`config.mk`:
```
export PLATFORM = sky130hd
export DESIGN_NAME = energy_endpoint_detector_flat
export DESIGN_NICKNAME = d
export VERILOG_FILES = /design/src/hdl/eed_pkg.sv /design/src/hdl/eed_smp_if.sv /design/src/hdl/eed_res_if.sv /design/src/hdl/eed_cfg_if.sv /design/src/hdl/eed_datapath.sv /design/src/hdl/eed_ctrl.sv /design/src/hdl/energy_endpoint_detector.sv /design/src/flat_wrapper.sv
export SDC_FILE = /design/constraint.sdc
export NUM_CORES = 1
export LEC_CHECK = 0
export BUFFER_PORTS_ARGS = -buffer_cell sky130_fd_sc_hd__buf_4
export CORE_AREA = 10 10 169 171
export DETAILED_ROUTE_END_ITERATION = 8
export DIE_AREA = 0 0 179 181
export GPL_ROUTABILITY_DRIVEN = 0
export PLACE_DENSITY = 0.78
export SYNTH_ARGS = -nofsm -noshare
export SYNTH_HDL_FRONTEND = slang
export SYNTH_HIERARCHICAL = 1
export SYNTH_SLANG_ARGS = --single-unit
```
`constraint.sdc`:
```
create_clock -name i_clk -period 9.2 [get_ports i_clk]
set_input_delay 0.46 -clock i_clk [delete_from_list [all_inputs] [get_ports i_clk]]
set_output_delay 0.46 -clock i_clk [all_outputs]
set_load 0.01 [all_outputs]
```
`src/hdl/eed_pkg.sv`:
```
// ----------------------------------------------------------------------------
// eed_pkg
// Shared constants, register codes and types of the energy end-point detector.
// ----------------------------------------------------------------------------
package eed_pkg;

    localparam int FRAME_SAMPLES = 160;

    localparam int SAMPLE_W = 16;
    localparam int LEVEL_W  = 16;
    localparam int HANG_W   = 10;
    localparam int FRAMES_W = 12;
    localparam int ENERGY_W = 16;
    localparam int CFG_W    = 16;
    localparam int IDX_W    = 2;

    localparam int SUM_W  = $clog2(FRAME_SAMPLES * 32768 + 1);
    localparam int CNT_W  = $clog2(FRAME_SAMPLES + 1);
    localparam int STEP_W = $clog2(SUM_W);

    localparam logic [IDX_W-1:0] REG_SILENCE_LEVEL = 2'd0;
    localparam logic [IDX_W-1:0] REG_HANG_LIMIT    = 2'd1;
    localparam logic [IDX_W-1:0] REG_FRAME_CAP     = 2'd2;

    localparam logic [LEVEL_W-1:0]  SILENCE_LEVEL_RST = 16'd60;
    localparam logic [HANG_W-1:0]   HANG_LIMIT_RST    = 10'd50;
    localparam logic [FRAMES_W-1:0] FRAME_CAP_RST     = 12'd600;

    localparam logic [HANG_W-1:0]   SILENT_MAX = '1;
    localparam logic [FRAMES_W-1:0] FRAMES_MAX = '1;

    typedef struct packed {
        logic clear;
        logic accum;
        logic load_div;
        logic div_step;
        logic update;
    } t_cmd;

    typedef struct packed {
        logic div_last;
        logic done;
    } t_status;

    typedef struct packed {
        logic [ENERGY_W-1:0] frame_energy;
        logic                frame_silent;
        logic [HANG_W-1:0]   silent_run;
        logic [FRAMES_W-1:0] frame_total;
        logic [ENERGY_W-1:0] energy_min;
        logic [ENERGY_W-1:0] energy_max;
        logic                done_res;
    } t_result;

endpackage

```
`src/hdl/eed_smp_if.sv`:
```
// ----------------------------------------------------------------------------
// eed_smp_if
// Input stream of commands and audio samples.
// ----------------------------------------------------------------------------
interface eed_smp_if;
    logic                                valid;
    logic                                ready;
    logic                                cmd;
    logic signed [eed_pkg::SAMPLE_W-1:0] sample;
    logic                                frame_end;

    modport source (output valid, output cmd, output sample, output frame_end,
                    input ready);
    modport sink   (input valid, input cmd, input sample, input frame_end,
                    output ready);
endinterface

```
`src/hdl/eed_res_if.sv`:
```
// ----------------------------------------------------------------------------
// eed_res_if
// Output stream of per-frame results.
// ----------------------------------------------------------------------------
interface eed_res_if;
    logic                         valid;
    logic                         ready;
    logic [eed_pkg::ENERGY_W-1:0] frame_energy;
    logic                         frame_silent;
    logic [eed_pkg::HANG_W-1:0]   silent_run;
    logic [eed_pkg::FRAMES_W-1:0] frame_total;
    logic [eed_pkg::ENERGY_W-1:0] energy_min;
    logic [eed_pkg::ENERGY_W-1:0] energy_max;
    logic                         done_res;

    modport source (output valid, output frame_energy, output frame_silent,
                    output silent_run, output frame_total, output energy_min,
                    output energy_max, output done_res, input ready);
    modport sink   (input valid, input frame_energy, input frame_silent,
                    input silent_run, input frame_total, input energy_min,
                    input energy_max, input done_res, output ready);
endinterface

```
`src/hdl/eed_cfg_if.sv`:
```
// ----------------------------------------------------------------------------
// eed_cfg_if
// Configuration register write channel.
// ----------------------------------------------------------------------------
interface eed_cfg_if;
    logic                      valid;
    logic                      ready;
    logic [eed_pkg::IDX_W-1:0] index;
    logic [eed_pkg::CFG_W-1:0] data;

    modport source (output valid, output index, output data, input ready);
    modport sink   (input valid, input index, input data, output ready);
endinterface

```
`src/hdl/eed_datapath.sv`:
```
// ----------------------------------------------------------------------------
// eed_datapath
// Configuration registers, magnitude accumulator, serial divider, frame
// statistics and result register.
// ----------------------------------------------------------------------------
module eed_datapath (
    input  logic                                i_clk,
    input  logic                                i_rst_n,
    input  logic                                i_cfg_we,
    input  logic [eed_pkg::IDX_W-1:0]           i_cfg_index,
    input  logic [eed_pkg::CFG_W-1:0]           i_cfg_data,
    input  logic signed [eed_pkg::SAMPLE_W-1:0] i_sample,
    input  eed_pkg::t_cmd                       i_cmd,
    output eed_pkg::t_status                    o_status,
    output eed_pkg::t_result                    o_result
);

    logic [eed_pkg::LEVEL_W-1:0]  r_level;
    logic [eed_pkg::HANG_W-1:0]   r_hang;
    logic [eed_pkg::FRAMES_W-1:0] r_maxf;

    logic [eed_pkg::SUM_W-1:0]    r_sum;
    logic [eed_pkg::CNT_W-1:0]    r_cnt;
    logic [eed_pkg::HANG_W-1:0]   r_silent;
    logic [eed_pkg::FRAMES_W-1:0] r_frames;
    logic [eed_pkg::ENERGY_W-1:0] r_min;
    logic [eed_pkg::ENERGY_W-1:0] r_max;

    logic [eed_pkg::SUM_W-1:0]    r_quo;
    logic [eed_pkg::CNT_W-1:0]    r_rem;
    logic [eed_pkg::CNT_W-1:0]    r_dvs;
    logic                         r_dvz;
    logic [eed_pkg::STEP_W-1:0]   r_step;

    eed_pkg::t_result             r_res;

    logic [eed_pkg::SAMPLE_W-1:0] w_mag;
    logic [eed_pkg::CNT_W:0]      w_trial;
    logic [eed_pkg::CNT_W:0]      w_diff;
    logic                         w_ge;
    logic [eed_pkg::ENERGY_W-1:0] w_energy;
    logic                         w_silent;
    logic [eed_pkg::HANG_W-1:0]   n_silent;
    logic [eed_pkg::FRAMES_W-1:0] n_frames;
    logic [eed_pkg::ENERGY_W-1:0] n_min;
    logic [eed_pkg::ENERGY_W-1:0] n_max;
    logic                         w_done;

    assign w_mag   = i_sample[eed_pkg::SAMPLE_W-1] ? eed_pkg::SAMPLE_W'(-i_sample)
                                                   : eed_pkg::SAMPLE_W'(i_sample);
    assign w_trial = {r_rem, r_quo[eed_pkg::SUM_W-1]};
    assign w_ge    = w_trial >= {1'b0, r_dvs};
    assign w_diff  = w_trial - {1'b0, r_dvs};

    assign w_energy = r_dvz ? '0 : r_quo[eed_pkg::ENERGY_W-1:0];
    assign w_silent = w_energy < r_level;
    assign n_silent = !w_silent ? '0 :
                      (r_silent == eed_pkg::SILENT_MAX) ? r_silent : r_silent + 1'b1;
    assign n_frames = (r_frames == eed_pkg::FRAMES_MAX) ? r_frames : r_frames + 1'b1;
    assign n_min    = (w_energy < r_min) ? w_energy : r_min;
    assign n_max    = (w_energy > r_max) ? w_energy : r_max;
    assign w_done   = (n_silent >= r_hang) || (n_frames >= r_maxf);

    assign o_status.div_last = r_step == '0;
    assign o_status.done     = w_done;
    assign o_result          = r_res;

    // configuration
    always_ff @(posedge i_clk) begin
        if (!i_rst_n) begin
            r_level <= eed_pkg::SILENCE_LEVEL_RST;
            r_hang  <= eed_pkg::HANG_LIMIT_RST;
            r_maxf  <= eed_pkg::FRAME_CAP_RST;
        end else if (i_cfg_we) begin
            case (i_cfg_index)
                eed_pkg::REG_SILENCE_LEVEL: r_level <= i_cfg_data[eed_pkg::LEVEL_W-1:0];
                eed_pkg::REG_HANG_LIMIT:    r_hang  <= i_cfg_data[eed_pkg::HANG_W-1:0];
                eed_pkg::REG_FRAME_CAP:     r_maxf  <= i_cfg_data[eed_pkg::FRAMES_W-1:0];
                default: ;
            endcase
        end
    end

    // accumulator and utterance statistics
    always_ff @(posedge i_clk) begin
        if (!i_rst_n || i_cmd.clear) begin
            r_sum    <= '0;
            r_cnt    <= '0;
            r_silent <= '0;
            r_frames <= '0;
            r_min    <= '1;
            r_max    <= '0;
        end else begin
            if (i_cmd.accum && (r_cnt < eed_pkg::CNT_W'(eed_pkg::FRAME_SAMPLES))) begin
                r_sum <= r_sum + eed_pkg::SUM_W'(w_mag);
                r_cnt <= r_cnt + 1'b1;
            end else if (i_cmd.load_div) begin
                r_sum <= '0;
                r_cnt <= '0;
            end
            if (i_cmd.update) begin
                r_silent <= n_silent;
                r_frames <= n_frames;
                r_min    <= n_min;
                r_max    <= n_max;
            end
        end
    end

    // restoring divider, one quotient bit per cycle
    always_ff @(posedge i_clk) begin
        if (i_cmd.load_div) begin
            r_quo  <= r_sum;
            r_rem  <= '0;
            r_dvs  <= r_cnt;
            r_dvz  <= r_cnt == '0;
            r_step <= eed_pkg::STEP_W'(eed_pkg::SUM_W - 1);
        end else if (i_cmd.div_step) begin
            r_quo  <= {r_quo[eed_pkg::SUM_W-2:0], w_ge};
            r_rem  <= w_ge ? w_diff[eed_pkg::CNT_W-1:0] : w_trial[eed_pkg::CNT_W-1:0];
            r_step <= r_step - 1'b1;
        end
    end

    always_ff @(posedge i_clk) begin
        if (i_cmd.update) begin
            r_res.frame_energy <= w_energy;
            r_res.frame_silent <= w_silent;
            r_res.silent_run   <= n_silent;
            r_res.frame_total  <= n_frames;
            r_res.energy_min   <= n_min;
            r_res.energy_max   <= n_max;
            r_res.done_res     <= w_done;
        end
    end

endmodule

```
`src/hdl/eed_ctrl.sv`:
```
// ----------------------------------------------------------------------------
// eed_ctrl
// Sequencer: accepts transactions, runs the divider at frame end and
// hands results to the output register.
// ----------------------------------------------------------------------------
module eed_ctrl (
    input  logic             i_clk,
    input  logic             i_rst_n,
    input  logic             i_in_valid,
    input  logic             i_in_cmd,
    input  logic             i_in_frame_end,
    input  logic             i_out_ready,
    input  eed_pkg::t_status i_status,
    output logic             o_in_ready,
    output logic             o_out_valid,
    output eed_pkg::t_cmd    o_cmd
);

    typedef enum logic [1:0] {
        S_RUN,
        S_LOAD,
        S_DIV,
        S_UPD
    } t_state;

    t_state r_state;
    logic   r_active;
    logic   r_out_valid;
    logic   w_accept;
    logic   w_out_free;

    assign o_in_ready  = r_state == S_RUN;
    assign o_out_valid = r_out_valid;
    assign w_accept    = i_in_valid && o_in_ready;
    assign w_out_free  = !r_out_valid || i_out_ready;

    always_comb begin
        o_cmd          = '0;
        o_cmd.clear    = w_accept && i_in_cmd;
        o_cmd.accum    = w_accept && !i_in_cmd && r_active;
        o_cmd.load_div = r_state == S_LOAD;
        o_cmd.div_step = r_state == S_DIV;
        o_cmd.update   = (r_state == S_UPD) && w_out_free;
    end

    always_ff @(posedge i_clk) begin
        if (!i_rst_n) begin
            r_state     <= S_RUN;
            r_active    <= 1'b0;
            r_out_valid <= 1'b0;
        end else begin
            if (o_cmd.update) begin
                r_out_valid <= 1'b1;
            end else if (r_out_valid && i_out_ready) begin
                r_out_valid <= 1'b0;
            end
            case (r_state)
                S_RUN: begin
                    if (w_accept && i_in_cmd) begin
                        r_active <= 1'b1;
                    end else if (w_accept && r_active && i_in_frame_end) begin
                        r_state <= S_LOAD;
                    end
                end
                S_LOAD: begin
                    r_state <= S_DIV;
                end
                S_DIV: begin
                    if (i_status.div_last) begin
                        r_state <= S_UPD;
                    end
                end
                S_UPD: begin
                    if (w_out_free) begin
                        r_state <= S_RUN;
                        if (i_status.done) begin
                            r_active <= 1'b0;
                        end
                    end
                end
                default: begin
                    r_state <= S_RUN;
                end
            endcase
        end
    end

    a_load_then_div: assert property (@(posedge i_clk) disable iff (!i_rst_n)
        r_state == S_LOAD |=> r_state == S_DIV)
        else $error("divider load not followed by divide");

    a_update_shows: assert property (@(posedge i_clk) disable iff (!i_rst_n)
        o_cmd.update |=> r_out_valid)
        else $error("result not presented after update");

    a_start_active: assert property (@(posedge i_clk) disable iff (!i_rst_n)
        o_cmd.clear |=> r_active && r_state == S_RUN)
        else $error("start did not activate");

    a_done_stops: assert property (@(posedge i_clk) disable iff (!i_rst_n)
        o_cmd.update && i_status.done |=> !r_active)
        else $error("utterance still active after done");

endmodule

```
`src/hdl/energy_endpoint_detector.sv`:
```
// ----------------------------------------------------------------------------
// energy_endpoint_detector
// Utterance end-point detector: per-frame mean absolute energy, silence
// hangover and frame cap.
// ----------------------------------------------------------------------------
// A sample transaction is taken while the sequencer is in its run state. The
// transaction that carries the frame end mark is accumulated, then the
// divider is loaded, the one-bit-per-cycle restoring divider runs and the
// statistics are updated once the previous result has left the output
// register; no new transaction is taken until then. A start command
// produces no result; the block drops samples until a start, and again after
// the result that reports done. Configuration writes are taken every cycle.
module energy_endpoint_detector (
    input  logic      i_clk,
    input  logic      i_rst_n,
    eed_smp_if.sink   i_smp,
    eed_res_if.source o_res,
    eed_cfg_if.sink   i_cfg
);

    eed_pkg::t_cmd    w_cmd;
    eed_pkg::t_status w_status;
    eed_pkg::t_result w_result;
    logic             w_in_ready;
    logic             w_out_valid;

    assign i_cfg.ready = 1'b1;
    assign i_smp.ready = w_in_ready;
    assign o_res.valid = w_out_valid;

    assign o_res.frame_energy = w_result.frame_energy;
    assign o_res.frame_silent = w_result.frame_silent;
    assign o_res.silent_run   = w_result.silent_run;
    assign o_res.frame_total  = w_result.frame_total;
    assign o_res.energy_min   = w_result.energy_min;
    assign o_res.energy_max   = w_result.energy_max;
    assign o_res.done_res     = w_result.done_res;

    eed_ctrl u_ctrl (
        .i_clk          (i_clk),
        .i_rst_n        (i_rst_n),
        .i_in_valid     (i_smp.valid),
        .i_in_cmd       (i_smp.cmd),
        .i_in_frame_end (i_smp.frame_end),
        .i_out_ready    (o_res.ready),
        .i_status       (w_status),
        .o_in_ready     (w_in_ready),
        .o_out_valid    (w_out_valid),
        .o_cmd          (w_cmd)
    );

    eed_datapath u_datapath (
        .i_clk       (i_clk),
        .i_rst_n     (i_rst_n),
        .i_cfg_we    (i_cfg.valid),
        .i_cfg_index (i_cfg.index),
        .i_cfg_data  (i_cfg.data),
        .i_sample    (i_smp.sample),
        .i_cmd       (w_cmd),
        .o_status    (w_status),
        .o_result    (w_result)
    );

endmodule

```
`src/flat_wrapper.sv`:
```
// flat-port wrapper written by rule: the top's interface ports become plain ports
module energy_endpoint_detector_flat 
  (i_clk, i_rst_n, i_smp_valid, i_smp_cmd, i_smp_sample, i_smp_frame_end, i_smp_ready, o_res_valid, o_res_frame_energy, o_res_frame_silent, o_res_silent_run, o_res_frame_total, o_res_energy_min, o_res_energy_max, o_res_done_res, o_res_ready, i_cfg_valid, i_cfg_index, i_cfg_data, i_cfg_ready);
  eed_smp_if i_smp_i ();
  eed_res_if o_res_i ();
  eed_cfg_if i_cfg_i ();
  input  logic i_clk;
  input  logic i_rst_n;
  input wire logic [$bits(i_smp_i.valid)-1:0] i_smp_valid;
  input wire logic [$bits(i_smp_i.cmd)-1:0] i_smp_cmd;
  input wire logic [$bits(i_smp_i.sample)-1:0] i_smp_sample;
  input wire logic [$bits(i_smp_i.frame_end)-1:0] i_smp_frame_end;
  output wire logic [$bits(i_smp_i.ready)-1:0] i_smp_ready;
  output wire logic [$bits(o_res_i.valid)-1:0] o_res_valid;
  output wire logic [$bits(o_res_i.frame_energy)-1:0] o_res_frame_energy;
  output wire logic [$bits(o_res_i.frame_silent)-1:0] o_res_frame_silent;
  output wire logic [$bits(o_res_i.silent_run)-1:0] o_res_silent_run;
  output wire logic [$bits(o_res_i.frame_total)-1:0] o_res_frame_total;
  output wire logic [$bits(o_res_i.energy_min)-1:0] o_res_energy_min;
  output wire logic [$bits(o_res_i.energy_max)-1:0] o_res_energy_max;
  output wire logic [$bits(o_res_i.done_res)-1:0] o_res_done_res;
  input wire logic [$bits(o_res_i.ready)-1:0] o_res_ready;
  input wire logic [$bits(i_cfg_i.valid)-1:0] i_cfg_valid;
  input wire logic [$bits(i_cfg_i.index)-1:0] i_cfg_index;
  input wire logic [$bits(i_cfg_i.data)-1:0] i_cfg_data;
  output wire logic [$bits(i_cfg_i.ready)-1:0] i_cfg_ready;
  assign i_smp_i.valid = i_smp_valid;
  assign i_smp_i.cmd = i_smp_cmd;
  assign i_smp_i.sample = i_smp_sample;
  assign i_smp_i.frame_end = i_smp_frame_end;
  assign i_smp_ready = i_smp_i.ready;
  assign o_res_valid = o_res_i.valid;
  assign o_res_frame_energy = o_res_i.frame_energy;
  assign o_res_frame_silent = o_res_i.frame_silent;
  assign o_res_silent_run = o_res_i.silent_run;
  assign o_res_frame_total = o_res_i.frame_total;
  assign o_res_energy_min = o_res_i.energy_min;
  assign o_res_energy_max = o_res_i.energy_max;
  assign o_res_done_res = o_res_i.done_res;
  assign o_res_i.ready = o_res_ready;
  assign i_cfg_i.valid = i_cfg_valid;
  assign i_cfg_i.index = i_cfg_index;
  assign i_cfg_i.data = i_cfg_data;
  assign i_cfg_ready = i_cfg_i.ready;
  energy_endpoint_detector u_core (.i_clk(i_clk), .i_rst_n(i_rst_n), .i_smp(i_smp_i), .o_res(o_res_i), .i_cfg(i_cfg_i));
endmodule
```
==> out/qor.yml <==
fmax_mhz: 202
antenna_found_initial: 0
crit_arrival_ns: 5.40
finalSetupViolations: 0
hold_class: "primary input to register"
slew_violations: 0
critical_path.max_fanout: 16
grt_max_degree: 61
pin_count: 116
status: "complete, no violations"
netlist.top_cell.by_area: "edfxtp_1"
yosys.cell_types.count: 74
clk_pin_slew_worst_paths_ns: 0.07
post_drt_wl_per_cell_um: 17.8
crit_type: "register to register"
synth_edf_count: 104
drc: 0
syn_to_final_growth_pct: 15.4
avgSynthCellArea_um2: 9.73
initial_core_util_pct: 51.8
clockRootBuffer: "clkbuf_16"
period_needed_ns: 4.95
dr.first_iter.drc_count: 799
final_nets: 1573
ys_ff_latch: 244
firstDrtPassIters: 5
ys_seq_area_share_pct: 45.7
worstPathRequired_ns: 9.66
maxCapViolCount: 0
io_buffers: 114
antennaDiodeCount: 0
synth_async_sr_flop_share_pct: 0
hold_viol: 0
placed_cells: 1734
cp-start-kind: "register"
postCtsHoldBufs: 0
drtAntennaViolNets: 0
syn_inst: 1332
yosysMostFrequentCell: "nand2_1"
final_util_pct: 59.7
drive_above_1_share_pct: 16.0
wl_um: 31600
clock_path_buffers: 3
startpoint: "u_core/u_datapath/r_dvz$_DFFE_PP_"
p_leak_nw: 6.01
worstMarginPinSlew_ns: 1.22
routed_via_density: 5.71
htree_levels: 1
grt_pass1_wl_um: 50600
syn-cell-area_um2: 13000
grt_util_all_layers_pct: 18.8
yosys-top-cells-count: "nand2_1 (185), dfxtp_1 (140), edfxtp_1 (104)"
rows: 58
ys_warn_count: 6
die_y_um: 181
rsz0062_at_grt: "no"
end_kind: "register"
insertion_delay_ns: 0.51
grt_pass1_vias: 9806
hp-start: "i_cfg_data[15]"
dp_hpwl_um: 22800
die_width_um: 179
powerDensity_nw_per_um2: 162
relSlewSlack_pct: 18.6
synth.area.top_cells: "edfxtp_1 (24%), dfxtp_1 (22%), ha_1 (9.7%)"
fin_hold_ws_ns: 0.206
ys.flop_type: "dfxtp_1"
post-cts-setup-buffer-count: 0
cts-resized-gates: 0
vias: 10200
irDropWorstVdd_mv: 0.124
finClkSkew_ns: 0.00754
setup_tns_ns: 0
grt-ovfl-total: 0
synth_nets: 1475
cts_buffers: 24
cts_tree: "yes"
dieArea_um2: 32400
final_cells: 1778
cts.sinks: 244
r2r_start: "u_core/u_datapath/r_dvz$_DFFE_PP_"
timing.final.crit_share_pct: 53.8
netlist.area_leader.share_pct: 24.1
core_area_um2: 25000
where the power goes:
group | switching [mW] | total (mW) | internal (mW)
Clock | 0.409 | 1.04 | 0.629
Combinational | 0.127 | 0.215 | 0.0885
Sequential | 0.0172 | 1.17 | 1.15
flip-flops by register name, summed over array words and instances, names as in the netlist, 10 cells and up:
signal,count
u_core/u_datapath/o_result,72
u_core/u_datapath/r_quo,23
u_core/u_datapath/r_sum,23
u_core/u_datapath/r_level,16
u_core/u_datapath/r_max,16
u_core/u_datapath/r_min,16
u_core/u_datapath/r_frames,12
u_core/u_datapath/r_maxf,12
u_core/u_datapath/r_hang,10
u_core/u_datapath/r_silent,10
logic make-up (layout without fill, tap and decap cells):
group | after synthesis | count (layout) | synth area share (%)
AOI/OAI and AO/OA | 271 | 271 | 13.6
xor gates and xnor gates | 50 | 50 | 3.38
adders and majority gates | 103 | 103 | 10.0
buffers and inverters | 149 | 265 | 4.44
DFF | 244 | 244 | 45.7
muxes | 80 | 80 | 6.71
other | 1 | 1 | 0.0289
and+or+nand+nor | 434 | 434 | 16.1
worst max-delay path: stages (launching register included):
cell       delay (ns)
edfxtp_1         0.65
nor2b_1          0.55
ha_1             0.26
a21oi_1          0.07
o21ai_0          0.28
a41oi_1          0.09
or4b_1           0.53
o21ai_2          0.40
inv_1            0.29
nand2_1          0.17
ha_1             0.23
nand2b_1         0.15
a21o_1           0.17
a21o_1           0.17
a21oi_1          0.13
o21ai_0          0.09
o2111ai_1        0.11
o311ai_0         0.24
o2111ai_1        0.16
a32o_1           0.15
final timing paths:
check                                          endpoint  slack [ns]  cells after the start
max                 u_core/u_ctrl/r_active$_SDFFE_PN0P_        4.25                     19
min          u_core/u_datapath/r_level[15]$_SDFFE_PN0P_        0.21                      3
max reg2reg         u_core/u_ctrl/r_active$_SDFFE_PN0P_        4.25                     19
min reg2reg    u_core/u_datapath/r_maxf[1]$_SDFFE_PN0P_        0.47                      2
cells in the final DEF (no fill, tap or decap), types with 7 or more instances in the layout:
cell and n:
a31oi_1 22, nor3_1 30, xnor2_1 40, nand4_1 7, nor2_1 65, dfxtp_1 140, xor2_1 10, nand2b_1 16
nand2_1 185, and2_1 8, clkbuf_16 26, edfxtp_1 104, mux2i_1 25, o211ai_1 17, ha_1 99, buf_4 119
mux2_2 54, o21ai_0 48, a21boi_0 29, and3_1 7, nand3_1 48, a211oi_1 16, a21oi_1 75, nor2b_1 26
inv_1 99, a21o_1 12
metrics by stage:
step                      power (mW)  setup slack, ns  cell area [µm²]
after floorplan                 1.34             4.97            13000
after global placement          1.40             4.48            14100
after detailed placement        1.40             4.29            14100
after CTS                       2.44             4.24            14900
after global routing            2.51             3.83            14900
final                           2.42             4.25            14900
layout make-up:
| class | count | area (µm²) |
|---|---|---|
| Clock buffer | 34 | 721 |
| Clock inverter | 10 | 128 |
| Multi-Input combinational cell | 939 | 6480 |
| Timing Repair Buffer | 119 | 893 |
| Inverter | 102 | 383 |
| Tap cell | 330 | 413 |
| Sequential cell | 244 | 5930 |
| Fill cell | 2066 | 10100 |
routing by layer:
layer | share of wire, % | track usage, % | up-vias
li1 | - | - | 4938
met1 | 45 | 25.4 | 4838
met2 | 46 | 30.7 | 327
met3 | 6.9 | 2.86 | 51
met4 | 2.2 | 5.03 | 0
met5 | 0 | 0 | -
No activity file was read; power rests on OpenSTA's default activity.
